[src/kmpp_pkg.sv]
package kmpp_pkg;

  localparam int FIFO_DEPTH_DEF = 64;

  // config port
  localparam int PADDR_W = 3;
  localparam int PDATA_W = 32;
  localparam logic REG_HDR_MIN = 1'b0;   // word index of mouse_header_min
  localparam logic [7:0] HDR_MIN_RESET = 8'hF8;

  // item opcodes
  localparam logic OP_LINK = 1'b0;
  localparam logic OP_POP  = 1'b1;

  localparam logic [7:0] BREAK_BIT = 8'h80;

  typedef enum logic [1:0] {
    PH_IDLE = 2'd0,
    PH_DX   = 2'd1,
    PH_DY   = 2'd2
  } phase_t;

  // everything in a result except the popped key, which comes from the RAM
  typedef struct packed {
    logic       key_out_valid;
    logic       keys_waiting;
    logic       key_held;
    logic [7:0] mouse_buttons;
    logic [7:0] mouse_dx;
    logic [7:0] mouse_dy;
    logic       mouse_packet_done;
    logic       mouse_moved;
    logic       key_dropped;
  } res_info_t;

endpackage

[src/kmpp_if.sv]
interface kmpp_item_if;
  logic       valid;
  logic       ready;
  logic       op;
  logic [7:0] rx_byte;

  modport source (output valid, op, rx_byte, input ready);
  modport sink   (input valid, op, rx_byte, output ready);
endinterface

interface kmpp_result_if;
  logic              valid;
  logic              ready;
  logic [7:0]        key_out;
  logic              key_out_valid;
  logic              keys_waiting;
  logic              key_held;
  logic [7:0]        mouse_buttons;
  logic signed [7:0] mouse_dx;
  logic signed [7:0] mouse_dy;
  logic              mouse_packet_done;
  logic              mouse_moved;
  logic              key_dropped;

  modport source (output valid, key_out, key_out_valid, keys_waiting, key_held,
                  mouse_buttons, mouse_dx, mouse_dy, mouse_packet_done, mouse_moved,
                  key_dropped, input ready);
  modport sink   (input valid, key_out, key_out_valid, keys_waiting, key_held,
                  mouse_buttons, mouse_dx, mouse_dy, mouse_packet_done, mouse_moved,
                  key_dropped, output ready);
endinterface

[src/keyboard_mouse_packet_parser.sv]
// Keyboard / mouse link decoder with a key FIFO. Each item is either a link
// byte (op 0) or a key pop (op 1) and yields exactly one result beat. In the
// idle phase a byte at or above mouse_header_min (APB register at byte
// address 0, reset 0xF8) opens a three-byte mouse packet (header, X delta,
// Y delta); other bytes are key codes: make codes (bit 7 clear) go into a
// FIFO_DEPTH-entry ring and set key_held, break codes clear it. A make code
// hitting a full FIFO is dropped and flagged; a pop of an empty FIFO returns
// key_out = 0 with key_out_valid low. Throughput is one item per cycle while
// the result side is not stalled: all decode state is updated in the accept
// cycle and the scancodes live in a single-port-read RAM whose registered
// read sits in a pipeline stage on the way to the output register. An output
// register plus the RAM stage let a new item in while a result waits. No
// reset sweep: the key store is never read before it is written.
module keyboard_mouse_packet_parser import kmpp_pkg::*; #(
  parameter int FIFO_DEPTH = FIFO_DEPTH_DEF
) (
  input  logic               clk,
  input  logic               rst,
  input  logic               psel,
  input  logic               penable,
  input  logic               pwrite,
  input  logic [PADDR_W-1:0] paddr,
  input  logic [PDATA_W-1:0] pwdata,
  output logic [PDATA_W-1:0] prdata,
  output logic               pready,
  kmpp_item_if.sink          item,
  kmpp_result_if.source      result
);

  localparam int PTR_W = $clog2(FIFO_DEPTH);

  logic [7:0]       hdr_min;
  logic             acc;
  logic             ram_we, ram_re;
  logic [PTR_W-1:0] ram_waddr, ram_raddr;
  logic [7:0]       ram_wdata, ram_rdata;
  res_info_t        info;

  // stage 1: waits on the RAM read
  logic      s1_valid;
  res_info_t s1_info;
  logic      s1_move;

  // output register
  logic      out_valid;
  res_info_t out_info;
  logic [7:0] out_key;

  kmpp_cfg u_cfg (
    .clk     (clk),
    .rst     (rst),
    .psel    (psel),
    .penable (penable),
    .pwrite  (pwrite),
    .paddr   (paddr),
    .pwdata  (pwdata),
    .prdata  (prdata),
    .pready  (pready),
    .hdr_min (hdr_min)
  );

  kmpp_ctrl #(.FIFO_DEPTH(FIFO_DEPTH)) u_ctrl (
    .clk       (clk),
    .rst       (rst),
    .acc       (acc),
    .op        (item.op),
    .rx_byte   (item.rx_byte),
    .hdr_min   (hdr_min),
    .ram_we    (ram_we),
    .ram_waddr (ram_waddr),
    .ram_wdata (ram_wdata),
    .ram_re    (ram_re),
    .ram_raddr (ram_raddr),
    .info      (info)
  );

  kmpp_ram #(.WIDTH(8), .DEPTH(FIFO_DEPTH)) u_store (
    .clk   (clk),
    .we    (ram_we),
    .waddr (ram_waddr),
    .wdata (ram_wdata),
    .re    (ram_re),
    .raddr (ram_raddr),
    .rdata (ram_rdata)
  );

  // RAM read is issued only on accept, and stage 1 only refills when it
  // empties, so ram_rdata holds for as long as stage 1 stalls.
  assign s1_move    = s1_valid && (!out_valid || result.ready);
  assign item.ready = !s1_valid || s1_move;
  assign acc        = item.valid && item.ready;

  always_ff @(posedge clk) begin
    if (rst) begin
      s1_valid  <= 1'b0;
      out_valid <= 1'b0;
    end else begin
      if (acc) begin
        s1_valid <= 1'b1;
      end else if (s1_move) begin
        s1_valid <= 1'b0;
      end
      if (s1_move) begin
        out_valid <= 1'b1;
      end else if (result.ready) begin
        out_valid <= 1'b0;
      end
    end
  end

  always_ff @(posedge clk) begin
    if (acc) begin
      s1_info <= info;
    end
    if (s1_move) begin
      out_info <= s1_info;
      out_key  <= s1_info.key_out_valid ? ram_rdata : 8'h00;
    end
  end

  assign result.valid             = out_valid;
  assign result.key_out           = out_key;
  assign result.key_out_valid     = out_info.key_out_valid;
  assign result.keys_waiting      = out_info.keys_waiting;
  assign result.key_held          = out_info.key_held;
  assign result.mouse_buttons     = out_info.mouse_buttons;
  assign result.mouse_dx          = out_info.mouse_dx;
  assign result.mouse_dy          = out_info.mouse_dy;
  assign result.mouse_packet_done = out_info.mouse_packet_done;
  assign result.mouse_moved       = out_info.mouse_moved;
  assign result.key_dropped       = out_info.key_dropped;

endmodule

[src/kmpp_ram.sv]
module kmpp_ram #(
  parameter int WIDTH = 8,
  parameter int DEPTH = 64
) (
  input  logic                     clk,
  input  logic                     we,
  input  logic [$clog2(DEPTH)-1:0] waddr,
  input  logic [WIDTH-1:0]         wdata,
  input  logic                     re,
  input  logic [$clog2(DEPTH)-1:0] raddr,
  output logic [WIDTH-1:0]         rdata
);

  logic [WIDTH-1:0] mem [DEPTH];

  always_ff @(posedge clk) begin
    if (we) begin
      mem[waddr] <= wdata;
    end
    if (re) begin
      rdata <= mem[raddr];
    end
  end

endmodule

[src/kmpp_cfg.sv]
module kmpp_cfg import kmpp_pkg::*; (
  input  logic               clk,
  input  logic               rst,
  input  logic               psel,
  input  logic               penable,
  input  logic               pwrite,
  input  logic [PADDR_W-1:0] paddr,
  input  logic [PDATA_W-1:0] pwdata,
  output logic [PDATA_W-1:0] prdata,
  output logic               pready,
  output logic [7:0]         hdr_min
);

  logic hit;

  // word index only; byte offset bits ignored
  assign hit    = (paddr[PADDR_W-1] == REG_HDR_MIN);
  assign pready = 1'b1;

  always_ff @(posedge clk) begin
    if (rst) begin
      hdr_min <= HDR_MIN_RESET;
    end else if (psel && penable && pwrite && hit) begin
      hdr_min <= pwdata[7:0];
    end
  end

  assign prdata = hit ? {{(PDATA_W-8){1'b0}}, hdr_min} : '0;

endmodule

[src/kmpp_ctrl.sv]
module kmpp_ctrl import kmpp_pkg::*; #(
  parameter int FIFO_DEPTH = FIFO_DEPTH_DEF,
  localparam int PTR_W = $clog2(FIFO_DEPTH),
  localparam int CNT_W = $clog2(FIFO_DEPTH + 1)
) (
  input  logic             clk,
  input  logic             rst,
  input  logic             acc,
  input  logic             op,
  input  logic [7:0]       rx_byte,
  input  logic [7:0]       hdr_min,
  output logic             ram_we,
  output logic [PTR_W-1:0] ram_waddr,
  output logic [7:0]       ram_wdata,
  output logic             ram_re,
  output logic [PTR_W-1:0] ram_raddr,
  output res_info_t        info
);

  localparam logic [PTR_W-1:0] PTR_LAST = PTR_W'(FIFO_DEPTH - 1);
  localparam logic [CNT_W-1:0] CNT_FULL = CNT_W'(FIFO_DEPTH);

  phase_t           phase, phase_next;
  logic [PTR_W-1:0] rd_ptr, rd_ptr_next;
  logic [PTR_W-1:0] wr_ptr, wr_ptr_next;
  logic [CNT_W-1:0] count, count_next;
  logic [7:0]       hdr, hdr_next;
  logic [7:0]       dx, dx_next;
  logic [7:0]       dy, dy_next;
  logic             held, held_next;
  logic             moved, moved_next;
  logic             pop_ok, done, dropped;

  always_ff @(posedge clk) begin
    if (rst) begin
      phase  <= PH_IDLE;
      rd_ptr <= '0;
      wr_ptr <= '0;
      count  <= '0;
      hdr    <= '0;
      dx     <= '0;
      dy     <= '0;
      held   <= 1'b0;
      moved  <= 1'b0;
    end else begin
      phase  <= phase_next;
      rd_ptr <= rd_ptr_next;
      wr_ptr <= wr_ptr_next;
      count  <= count_next;
      hdr    <= hdr_next;
      dx     <= dx_next;
      dy     <= dy_next;
      held   <= held_next;
      moved  <= moved_next;
    end
  end

  always_comb begin
    phase_next  = phase;
    rd_ptr_next = rd_ptr;
    wr_ptr_next = wr_ptr;
    count_next  = count;
    hdr_next    = hdr;
    dx_next     = dx;
    dy_next     = dy;
    held_next   = held;
    moved_next  = moved;
    ram_we      = 1'b0;
    ram_re      = 1'b0;
    pop_ok      = 1'b0;
    done        = 1'b0;
    dropped     = 1'b0;
    if (acc) begin
      if (op == OP_POP) begin
        if (count != '0) begin
          ram_re      = 1'b1;
          pop_ok      = 1'b1;
          rd_ptr_next = (rd_ptr == PTR_LAST) ? '0 : rd_ptr + 1'b1;
          count_next  = count - 1'b1;
        end
      end else begin
        case (phase)
          PH_DX: begin
            dx_next    = rx_byte;
            phase_next = PH_DY;
          end
          PH_DY: begin
            dy_next    = rx_byte;
            phase_next = PH_IDLE;
            done       = 1'b1;
          end
          default: begin
            phase_next = PH_IDLE;
            if (rx_byte >= hdr_min) begin
              hdr_next   = rx_byte;
              moved_next = (rx_byte == hdr_min);
              phase_next = PH_DX;
            end else if ((rx_byte & BREAK_BIT) == 8'h00) begin
              // make code
              if (count < CNT_FULL) begin
                ram_we      = 1'b1;
                wr_ptr_next = (wr_ptr == PTR_LAST) ? '0 : wr_ptr + 1'b1;
                count_next  = count + 1'b1;
              end else begin
                dropped = 1'b1;
              end
              held_next = 1'b1;
            end else begin
              held_next = 1'b0;
            end
          end
        endcase
      end
    end
  end

  assign ram_waddr = wr_ptr;
  assign ram_wdata = rx_byte;
  assign ram_raddr = rd_ptr;

  always_comb begin
    info.key_out_valid     = pop_ok;
    info.keys_waiting      = (count_next != '0);
    info.key_held          = held_next;
    info.mouse_buttons     = hdr_next;
    info.mouse_dx          = dx_next;
    info.mouse_dy          = dy_next;
    info.mouse_packet_done = done;
    info.mouse_moved       = moved_next;
    info.key_dropped       = dropped;
  end

  a_count_max: assert property (@(posedge clk) disable iff (rst) count <= CNT_FULL)
    else $error("key count above depth");

  a_empty_ptrs: assert property (@(posedge clk) disable iff (rst)
    count == '0 |-> rd_ptr == wr_ptr)
    else $error("empty fifo with unequal pointers");

  a_pop_dec: assert property (@(posedge clk) disable iff (rst)
    acc && op == OP_POP && count != '0 |=> count == $past(count) - 1'b1)
    else $error("pop did not decrement count");

  a_drop_full: assert property (@(posedge clk) disable iff (rst)
    dropped |-> count == CNT_FULL && !ram_we)
    else $error("key dropped while fifo not full");

endmodule
[src/flat_wrapper.sv]
// flat-port wrapper written by rule: the top's interface ports become plain ports
module keyboard_mouse_packet_parser_flat import kmpp_pkg::*;
#(
  parameter int FIFO_DEPTH = FIFO_DEPTH_DEF
)
  (clk, rst, psel, penable, pwrite, paddr, pwdata, prdata, pready, item_valid, item_op, item_rx_byte, item_ready, result_valid, result_key_out, result_key_out_valid, result_keys_waiting, result_key_held, result_mouse_buttons, result_mouse_dx, result_mouse_dy, result_mouse_packet_done, result_mouse_moved, result_key_dropped, result_ready);
  kmpp_item_if item_i ();
  kmpp_result_if result_i ();
  input  logic clk;
  input  logic rst;
  input  logic psel;
  input  logic penable;
  input  logic pwrite;
  input  logic [PADDR_W-1:0] paddr;
  input  logic [PDATA_W-1:0] pwdata;
  output logic [PDATA_W-1:0] prdata;
  output logic pready;
  input wire logic [$bits(item_i.valid)-1:0] item_valid;
  input wire logic [$bits(item_i.op)-1:0] item_op;
  input wire logic [$bits(item_i.rx_byte)-1:0] item_rx_byte;
  output wire logic [$bits(item_i.ready)-1:0] item_ready;
  output wire logic [$bits(result_i.valid)-1:0] result_valid;
  output wire logic [$bits(result_i.key_out)-1:0] result_key_out;
  output wire logic [$bits(result_i.key_out_valid)-1:0] result_key_out_valid;
  output wire logic [$bits(result_i.keys_waiting)-1:0] result_keys_waiting;
  output wire logic [$bits(result_i.key_held)-1:0] result_key_held;
  output wire logic [$bits(result_i.mouse_buttons)-1:0] result_mouse_buttons;
  output wire logic [$bits(result_i.mouse_dx)-1:0] result_mouse_dx;
  output wire logic [$bits(result_i.mouse_dy)-1:0] result_mouse_dy;
  output wire logic [$bits(result_i.mouse_packet_done)-1:0] result_mouse_packet_done;
  output wire logic [$bits(result_i.mouse_moved)-1:0] result_mouse_moved;
  output wire logic [$bits(result_i.key_dropped)-1:0] result_key_dropped;
  input wire logic [$bits(result_i.ready)-1:0] result_ready;
  assign item_i.valid = item_valid;
  assign item_i.op = item_op;
  assign item_i.rx_byte = item_rx_byte;
  assign item_ready = item_i.ready;
  assign result_valid = result_i.valid;
  assign result_key_out = result_i.key_out;
  assign result_key_out_valid = result_i.key_out_valid;
  assign result_keys_waiting = result_i.keys_waiting;
  assign result_key_held = result_i.key_held;
  assign result_mouse_buttons = result_i.mouse_buttons;
  assign result_mouse_dx = result_i.mouse_dx;
  assign result_mouse_dy = result_i.mouse_dy;
  assign result_mouse_packet_done = result_i.mouse_packet_done;
  assign result_mouse_moved = result_i.mouse_moved;
  assign result_key_dropped = result_i.key_dropped;
  assign result_i.ready = result_ready;
  keyboard_mouse_packet_parser #(.FIFO_DEPTH(FIFO_DEPTH)) u_core (.clk(clk), .rst(rst), .psel(psel), .penable(penable), .pwrite(pwrite), .paddr(paddr), .pwdata(pwdata), .prdata(prdata), .pready(pready), .item(item_i), .result(result_i));
endmodule
[config.mk]
export PLATFORM = sky130hd
export DESIGN_NAME = keyboard_mouse_packet_parser_flat
export DESIGN_NICKNAME = d
export VERILOG_FILES = /design/src/kmpp_pkg.sv /design/src/kmpp_if.sv /design/src/keyboard_mouse_packet_parser.sv /design/src/kmpp_ram.sv /design/src/kmpp_cfg.sv /design/src/kmpp_ctrl.sv /design/src/flat_wrapper.sv
export SDC_FILE = /design/constraint.sdc
export NUM_CORES = 1
export LEC_CHECK = 0
export BUFFER_PORTS_ARGS = -buffer_cell sky130_fd_sc_hd__buf_4
export CORE_UTILIZATION = 45
export CTS_BUF_LIST = sky130_fd_sc_hd__clkbuf_8
export DETAILED_ROUTE_END_ITERATION = 7
export GPL_ROUTABILITY_DRIVEN = 0
export GPL_TIMING_DRIVEN = 1
export PLACE_DENSITY = 0.59
export SYNTH_ARGS = -nofsm -noshare
export SYNTH_HDL_FRONTEND = slang
export SYNTH_SLANG_ARGS = --single-unit
[constraint.sdc]
create_clock -name clk -period 4.66 [get_ports clk]
set_clock_uncertainty 0.1 [all_clocks]
set_input_delay 0.932 -clock clk [delete_from_list [all_inputs] [get_ports clk]]
set_output_delay 0.932 -clock clk [all_outputs]
set_load 0.1 [all_outputs]
# Word-level counts from Yosys, hierarchy flattened
# Memories as Yosys holds them, arrays and structs flattened. A register that Yosys moved wholly into a read port is not among the register bits.
# Cells that the tools add are included.
[word_totals]
register_bits = 125
elab_cells = 115
in_bits = 51
ram_bits = 512
n_memories = 1
output_inout_bits = 73
[classes]
n_reduce_logical = 19
muxes = 48
n_lt_le_gt_ge = 2
addsub = 4
eq_ne = 5
bitwise = 5
[memory_table]
columns = ["memory", "depth", "width", "read_ports", "rd_clocked_by_memory_dff", "write_ports", "line_no", "text"]
rows = [
  ["u_core.u_store.mem", 64, 8, 1, 1, 1, "kmpp_ram.sv:14", "logic [WIDTH-1:0] mem [DEPTH];"],
]
[op_table]
columns = ["op", "count"]
rows = [
  ["two-way mux 8 bit", 11],
  ["two-way mux 7 bit", 7],
  ["two-way mux 1 bit", 27],
  ["nonzero test 7 bit", 2],
  ["adder 6 x 1 -> 6 bit, second input constant", 2],
  ["== test 6 bit, second input constant", 2],
  ["two-way mux 6 bit", 2],
  ["== test 8 bit", 1],
  ["greater-or-equal comparator 8 bit", 1],
  ["zero test 8 bit", 1],
  ["adder 7 x 1 -> 7 bit, second input constant", 1],
  ["less-than comparator 7 bit, second input constant", 1],
  ["subtractor 7 x 1 -> 7 bit, second input constant", 1],
  ["AND reduction 6 bit", 1],
  ["logical AND 1 bit", 5],
  ["inverter 1 bit", 5],
  ["OR reduction 5 bit", 1],
  ["one-hot mux 2 bit (2 select lines)", 1],
  ["nonzero test 2 bit", 2],
  ["AND reduction 3 bit", 1],
  ["== test 2 x 1 -> 1 bit, second input constant", 1],
  ["== test 2 bit, second input constant", 1],
  ["zero test 1 bit", 2],
  ["logical OR 1 bit", 2],
  ["2 further kinds", 2],
]

# Logic depth before layout (Yosys ltp)
# Gate-level depths: netlist (run 1).
[logic_depth]
ltp_word = 9
ltp_mapped = 11
ltp_nobuf = 11

# Modules after synthesis
# From an unflattened synthesis (run 1), not the netlist that was laid out.
[hier_totals]
hier_cells = 1377
area_unflattened_um2 = 25593.3
[modules_own_cells]
columns = ["module", "cells_per_inst", "area_per_inst_um2", "instances", "seq_area_each_um2"]
rows = [
  ["kmpp_ram", 940, 20246.9, 1, 15615.0],
  ["kmpp_ctrl", 281, 2544.9, 1, 940.9],
  ["keyboard_mouse_packet_parser", 86, 2195.9, 1, 2082.0],
  ["kmpp_cfg", 70, 605.6, 1, 160.2],
]

# Worst setup path before layout (run 1)
# Ideal clock, no wire load.
[synth_timing]
path_type = "input port to flip-flop"
startpoint = "input port result_ready"
endpoint = "register u_core.out_info, in the netlist u_core.result.key_dropped (enable)"
setup_ns = 0.491
slack_ns = 0.300
stages = 2
t_required_ns = 4.069
arrival_ns = 3.769
n_path_buf = 0
path_cell_list = "inv_1 a21boi_0"
[synth_between]
elab_chain_len = 2
[synth_lines]
columns = ["element", "line_no", "text"]
rows = [
  ["start, declared", "flat_wrapper.sv:33", "input wire logic [$bits(result_i.ready)-1:0] result_ready;"],
  ["logical OR 1 bit", "keyboard_mouse_packet_parser.sv:89", "assign s1_move = s1_valid && (!out_valid || result.ready);"],
  ["logical AND 1 bit", "keyboard_mouse_packet_parser.sv:89", ""],
  ["net u_core.s1_move", "keyboard_mouse_packet_parser.sv:42", "logic s1_move;"],
  ["end signal, assigned", "keyboard_mouse_packet_parser.sv:116", "out_info <= s1_info;"],
  ["end, declared", "keyboard_mouse_packet_parser.sv:46", "res_info_t out_info;"],
]
# The timed path passes the listed nets, and every way through them passes these cells.
# A chain may end at the register's enable or synchronous reset.

# Worst setup path after layout (run 1)
[layout_timing]
startpoint = "input port item_rx_byte[0]"
endpoint = "memory u_core.u_store.mem[19][1] (enable)"
[layout_between]
elab_chain_len = 7
[layout_lines]
columns = ["element", "line_no", "text"]
rows = [
  ["start, declared", "flat_wrapper.sv:20", "input wire logic [$bits(item_i.rx_byte)-1:0] item_rx_byte;"],
  ["greater-or-equal comparator 8 bit", "kmpp_ctrl.sv:94", "if (rx_byte >= hdr_min) begin"],
  ["two-way mux 1 bit", "kmpp_ctrl.sv:94", ""],
  ["two-way mux 1 bit", "kmpp_ctrl.sv:82", "case (phase)"],
  ["two-way mux 1 bit", "kmpp_ctrl.sv:74", "if (op == OP_POP) begin"],
  ["two-way mux 1 bit", "kmpp_ctrl.sv:73", "if (acc) begin"],
  ["two-way mux 1 bit", "kmpp_ram.sv:17", "if (we) begin"],
  ["two-way mux 1 bit (implied by the code)", "kmpp_ram.sv:18", "mem[waddr] <= wdata;"],
  ["end, declared", "kmpp_ram.sv:14", ""],
]
# Every way passes these cells.

==> run metrics, run 1 <==
Most Used Layer, Global Route=met2; #FFs+latches synth=~650; Post-synth top flop=edfxtp_1; Worst R2R Path Depth=9; post-layout minimum cycle time=3.526 ns; Max Cap Viol=0; Initial DRC Count=about 960; PnR worst setup slack=~1.1 ns; RR Startpoint=u_core.u_cfg.hdr_min[0]$_SDFFE_PP0P_; die width=about 240 µm; Worst Path Class, Setup=input pin to flop; Die Ht=around 240 µm; unrepaired setup endpoints after global routing=false; Tcrit/Tclk final=between 70 and 80%; CP cell instances=buf_4, inv_1, ha_1, nand2b_1, a2111oi_4, o21ba_2, nand3_1, nor2_1, nand3_1, nor2_1, buf_4; top cells by count, synth=588 x edfxtp_1, 168 x mux4_2, 108 x nor2_1, 57 x dfxtp_1, 36 x clkbuf_1; vias in the first global route=around 12000; share of the yosys chip area belonging to registers=between 70% and 80%; post-cts sizing count=0; Synth async-reset ratio=0%; leakage power=approximately 9.5 nW; gr usage total=between 15 and 20%; Data required, critical path=between 4 and 5 ns; Post-Route Setup TNS=0 ns; Slew Limit Fails=0; status=completed; Crit path depth=11; Clk pin slew, worst setup/hold paths=around 0.060 ns; fin nets=roughly 1500; dpl hpwl=33980 µm; # IOs=approximately 120; via count=around 12000; met2 GRT Util=a little under a third; hold buffer count at CTS=0; Buf+Inv Stages, Crit Path=3; Pwr Density=around 440 nW/µm²; CTS tree=done; crit-path leading delay family=simple AND/OR/NAND/NOR gates; sw frac=around a quarter; Synth Area per Inst=20.15 µm²; met1 Use GR=around 29%; Relative slew margins=a little over a fifth; P&R area growth vs syn=15.02%; die area=between 50000 and 60000 µm²; Placed Cells=2104; Synth area leaders=edfxtp_1 70%, mux4_2 15%, dfxtp_1 4.5%; layout cells sized above 1=between 30% and 40%; IO buf count=just over 70; crit path max fanout=8; cells after synthesis=roughly 1200; Highest Clock Rate=around 280 MHz; Worst Setup SP=item_rx_byte[0]; leading area contributor after synthesis=edfxtp_1; crit start category=input pin; Int Pwr=9.434 mW; vias per inst=5.373; Cell Count, Final, Fillers Out=between 2000 and 2500; Hold Fails Final Rpt=0; H-tree levels=3; GRT overflow=0; antenna-violating nets left=0; M3 GR Usage=roughly 3.4%; Seq pwr share=roughly half; total number of yosys warnings=0; Hold Path Stages=0; power share of the clock group=a little over a third; # rows=86; sw power=about 3.2 mW; post-synthesis cell type count=between 50 and 60; CORE AREA=55090 µm²; Hold Crit Start=u_core.s1_info[20]$_DFFE_PP_; Total Power=roughly 13 mW; final wirelength=55480 µm; placed inst area=roughly 27000 µm²; most frequent cell after synthesis=edfxtp_1; clock sinks=between 600 and 700; clock buffer depth=3; HP Class=flop to flop; initial antenna violation count=1; share of the synthesized area in the top cell type=approximately 70%; worst hold slack=around 0.31 ns; worst-margin pin slew=~1.2 ns; first-pass GRT wire length=about 81000 µm; initial core utilization=45.62%; CP arrival=around 3.8 ns; pin count of the biggest net entering global routing=68; Worst path max stage delay=0.39 ns; Pre-antenna DRT Iters=5; worst skew pair latency=approximately 0.7 ns; IR drop worst, VDD=0.1956 mV; TritonCTS Buffers=101; DRC Markers=0; design area=28910 µm²; post-CTS setup repair buffer count=0; slowest stage cell, crit path=a2111oi_4; DR WL/cell=between 20 and 25 µm; Root Driver=clkbuf_8; final core occ=roughly 52%; EDFF count, synth=588; CP Capture Type=flop; Setup WS pre-CTS=approximately 0.45 ns; final setup fails=0; combinational group share of total power=about an eighth; synthesized area=between 20000 and 30000 µm²
==> flip-flops by register name, summed over array words and instances, names as in the netlist, 7 cells and up <==
| register | count |
|---|---|
| u_core.result.key_out | 8 |
| u_core.result.mouse_buttons | 8 |
| u_core.result.mouse_dx | 8 |
| u_core.result.mouse_dy | 8 |
| u_core.s1_info | 30 |
| u_core.u_cfg.hdr_min | 8 |
| u_core.u_ctrl.count | 7 |
| u_core.u_ctrl.dx | 8 |
| u_core.u_ctrl.dy | 8 |
| u_core.u_ctrl.hdr | 8 |
| u_core.u_store.mem | 512 |
| u_core.u_store.rdata | 8 |
==> routing by layer <==
layer	vias to the layer above	share of wire (%)
li1	5419	-
met3	73	4.9
met2	327	49
met4	0	1.7
met1	6474	45
met5	-	0
==> placed cells by master, fill, tap and decap left out, drive strengths merged, types with 12 or more instances in the layout <==
master,n
mux2,22
ha,15
dfxtp,57
a21oi,16
nand2,34
buf,170
conb,25
inv,48
clkinv,42
nor2,108
nand3,12
clkbuf,105
mux4,168
nor2b,28
edfxtp,588
==> final cells by class <==
class                   instances  area [µm²]
diodes                          2       5.005
inverters                      20       75.07
flip-flops and latches        645       18810
well taps                     748       935.9
clock inverters                77       431.7
repair buffers                170        1339
clock buffers                 105        1445
multi-input cells             521        5867
fillers                      4471       26190
==> cell families (layout without fill, tap and decap cells) <==
kind of cell               Yosys count  in the layout  synth area share (%)
buffers and inverters              104            372                 2.245
DFF                                645            645                 74.80
other                                2             27               0.02988
muxes                              191            191                 16.08
and+or+nand+nor                    225            225                 4.202
AOI/OAI and AO/OA                   55             55                 1.548
xor gates and xnor gates            10             10                0.3485
adders and majority gates           15             15                0.7468
==> path summary, 6_finish.rpt <==
kind,slack [ns],to
worst min register to register,0.31,u_core.result.mouse_buttons[1]$_DFFE_PP_
worst min-delay path,0.31,u_core.result.mouse_buttons[1]$_DFFE_PP_
worst max-delay path,1.13,u_core.u_store.mem[19][1]$_DFFE_PP_
worst max register to register,1.30,u_core.u_store.mem[19][1]$_DFFE_PP_
==> power groups by stage <==
| stage | clock network [mW] | registers, mW | logic [mW] |
|---|---|---|---|
| after floorplan | 0 | 6.71 | 1.14 |
| after global placement | 0 | 6.65 | 1.68 |
| after detailed placement | 0 | 6.66 | 1.69 |
| after global routing | 4.82 | 6.54 | 1.76 |
| final | 4.45 | 6.53 | 1.67 |
| after CTS | 4.58 | 6.54 | 1.70 |
(Power assumes the default switching activity.)
==> inputs of run 2 (changes only) <==
Settings changed: ABC_AREA set to 1.
Clock period 4.66 ns to 3.6 ns, I/O delays scaled along.
==> run 2 against run 1 <==
Against the previous run: sequential cell count did not move; register-to-register slack got worse by 0.52 ns; combinational power fell by 11%; critical endpoint is now u_core.u_store.mem[58][5]$_DFFE_PP_.
==> run metrics, run 2 <==
post-synthesis cell type count=38; WL met3=4504 µm; most frequent cells in the layout=588 x edfxtp_1, 376 x nor2_1, 265 x o21ai_0; vias in the first global route=15530; worst-margin pin slew=0.9056 ns; #FFs+latches synth=645; TritonCTS Buffers=100; leakage power=just over 10 nW; initial core utilization=between 40% and 50%; post-layout minimum cycle time=2.822 ns; clock buffer depth=3; WL met1=28310 µm; DR WL/cell=20.56 µm; gr usage total=between 20 and 25%; total number of yosys warnings=0; Worst R2R Path Depth=14; crit start category=flop; Root Driver=clkbuf_8; dpl hpwl=36730 µm; unrepaired setup endpoints after global routing=false; biggest regs=u_core.u_store.mem: 512 flops, u_core.s1_info: 30 flops; Setup WS pre-CTS=~0.25 ns; CP arrival=approximately 3.1 ns; Highest Clock Rate=354.4 MHz; Cell Count, Final, Fillers Out=between 3000 and 4000; CORE AREA=around 56000 µm²; top cells by count, synth=588 x edfxtp_1, 377 x nor2_1, 265 x o21ai_0, 150 x nand2_1, 93 x inv_1; Pwr Density=about 530 nW/µm²; Data required, critical path=about 3.9 ns; Synth Area per Inst=between 10 and 15 µm²; # IOs=around 120; Tcrit/Tclk final=78.39%; die width=between 200 and 250 µm; cells after synthesis=about 2100; leading area contributor after synthesis=edfxtp_1; synthesized area=approximately 26000 µm²; Slew Limit Fails=0; hold buffer count at CTS=0; Total Power=15.53 mW; Critical Path Sink=u_core.u_store.mem[58][5]$_DFFE_PP_; clock sinks=~650; first-pass GRT wire length=~94000 µm; total length of routed met2 wires=around 29000 µm; DRC Markers=0; HP Class=input pin to flop; Buf+Inv Stages, Crit Path=5; crit path max fanout=10; CTS tree=done; pin count of the biggest net entering global routing=between 100 and 150; most frequent cell after synthesis=edfxtp_1; GRT overflow=0; Worst path max stage delay=between 0.3 and 0.4 ns; Biggest register=u_core.u_store.mem; layout cells sized above 1=between 10% and 20%; via count=16720; share of the synthesized area in the top cell type=between 60 and 70%; post-cts sizing count=0; status=completed; PnR worst setup slack=0.7781 ns; Die Ht=241.4 µm; RR Startpoint=u_core.u_cfg.hdr_min[3]$_SDFFE_PP1P_; worst skew pair latency=about 0.71 ns; final setup fails=0; most common cell after layout, fill and taps aside=edfxtp_1; most used cell, CP=nand2_1; Placed Cells=2889; antenna-violating nets left=0; CP Capture Type=flop; vias per inst=roughly 5.4; Hold Fails Final Rpt=0; die area=58260 µm²; IR drop worst, VDD=around 0.26 mV; Worst R2R End=u_core.u_store.mem[58][5]$_DFFE_PP_; Max Used Layer=met5; P&R area growth vs syn=14.23%; Synth async-reset ratio=0%; reg2reg setup slack=between 0.7 and 0.8 ns; CP cell instances=inv_1, ha_1, nand2_1, inv_1, nand2_1, nand2_1, nand2_1, nand2_1, inv_2, nand3_2, clkinv_2, nand4_1, nor2_1, buf_4; Clk pin slew, worst setup/hold paths=approximately 0.06 ns; Post-Route Setup TNS=0 ns; EDFF count, synth=588; Initial DRC Count=1602; post-CTS setup repair buffer count=0; share of the yosys chip area belonging to registers=72.90%; H-tree levels=3; Crit path depth=14; Synth area leaders=edfxtp_1 68%, nor2_1 5.5%, o21ai_0 5.1%; Worst Path Class, Setup=flop to flop; Max Cap Viol=0; Relative slew margins=a little under 40%; fin nets=between 2000 and 2500; IO buf count=a little over 70; Pre-antenna DRT Iters=6; final wirelength=between 60000 and 70000 µm; Worst Setup SP=u_core.u_cfg.hdr_min[3]$_SDFFE_PP1P_; crit-path leading delay family=simple AND/OR/NAND/NOR gates; slowest stage cell, crit path=nand4_1; Post-synth top flop=edfxtp_1; initial antenna violation count=2; # rows=87; max reg flops=slightly above 500
-- run 2: layout make-up --
cell class / instances / area [µm²]
Antenna cell: 2 / 5.005
Multi-Input combinational cell: 1209 / 6003
Inverter: 102 / 390.4
Tap cell: 756 / 945.9
Fill cell: 4822 / 27040
Sequential cell: 645 / 18810
Clock inverter: 74 / 387.9
Timing Repair Buffer: 177 / 1416
Clock buffer: 109 / 1500
-- run 2: kinds of logic (layout without fill, tap and decap cells) --
family          count (synthesis)  in the layout  synth area share (%)
compound gates                499            499                 11.13
xor+xnor                        5              5                0.1698
fa+ha+maj                      15             15                0.7278
buf+inv                       244            462                 4.207
flops                         645            645                 72.90
other cells                     2             27               0.02912
simple gates                  665            665                 10.84
-- run 2: worst min-delay path by stage --
stage	startpoint	end	slack [ns]	cells past startpoint
2_1_floorplan	u_core.s1_info[0]$_SDFFCE_PP0P_	u_core.result.key_dropped$_DFFE_PP_	0.30	0
3_5_place_dp	u_core.s1_info[5]$_DFFE_PP_	u_core.result.mouse_dy[2]$_DFFE_PP_	0.31	0
4_1_cts	pwdata[6]	u_core.u_cfg.hdr_min[6]$_SDFFE_PP1P_	0.11	3
6_report	pwdata[6]	u_core.u_cfg.hdr_min[6]$_SDFFE_PP1P_	0.16	3
3_3_place_gp	u_core.s1_info[6]$_DFFE_PP_	u_core.result.mouse_dy[3]$_DFFE_PP_	0.31	0
5_1_grt	pwdata[7]	u_core.u_cfg.hdr_min[7]$_SDFFE_PP1P_	0.14	3
-- run 2: power by group --
| group | internal [mW] | switching (mW) | leakage (nW) |
|---|---|---|---|
| Clock | 3.00 | 2.76 | 1.10 |
| Combinational | 0.339 | 1.14 | 3.46 |
| Sequential | 8.25 | 0.0397 | 5.81 |
-- run 2: routing by layer --
metal	vias to the layer above	track usage, %
li1	7858	-
met1	8117	31.74
met2	648	32.75
met3	98	3.954
met4	2	7.768
met5	-	0
-- run 2: worst register-to-register path, stage by stage, from the launching register on --
cell      delay (ns)
dfxtp_1         0.31
inv_1           0.06
ha_1            0.31
nand2_1         0.08
inv_1           0.05
nand2_1         0.06
nand2_1         0.05
nand2_1         0.15
nand2_1         0.11
inv_2           0.13
nand3_2         0.14
clkinv_2        0.18
nand4_1         0.37
nor2_1          0.22
buf_4           0.21
-- run 2: per-stage QoR --
step / cell area (µm²) / hold WS (ns) / utilization [%]
after floorplan: 25870 / 0.3003 / -
after global placement: 27560 / 0.3053 / 48.79
after detailed placement: 27560 / 0.3052 / 48.79
after CTS: 29450 / 0.1051 / 52.13
after global routing: 29450 / 0.1360 / 52.13
final: 29460 / 0.1589 / 52.14
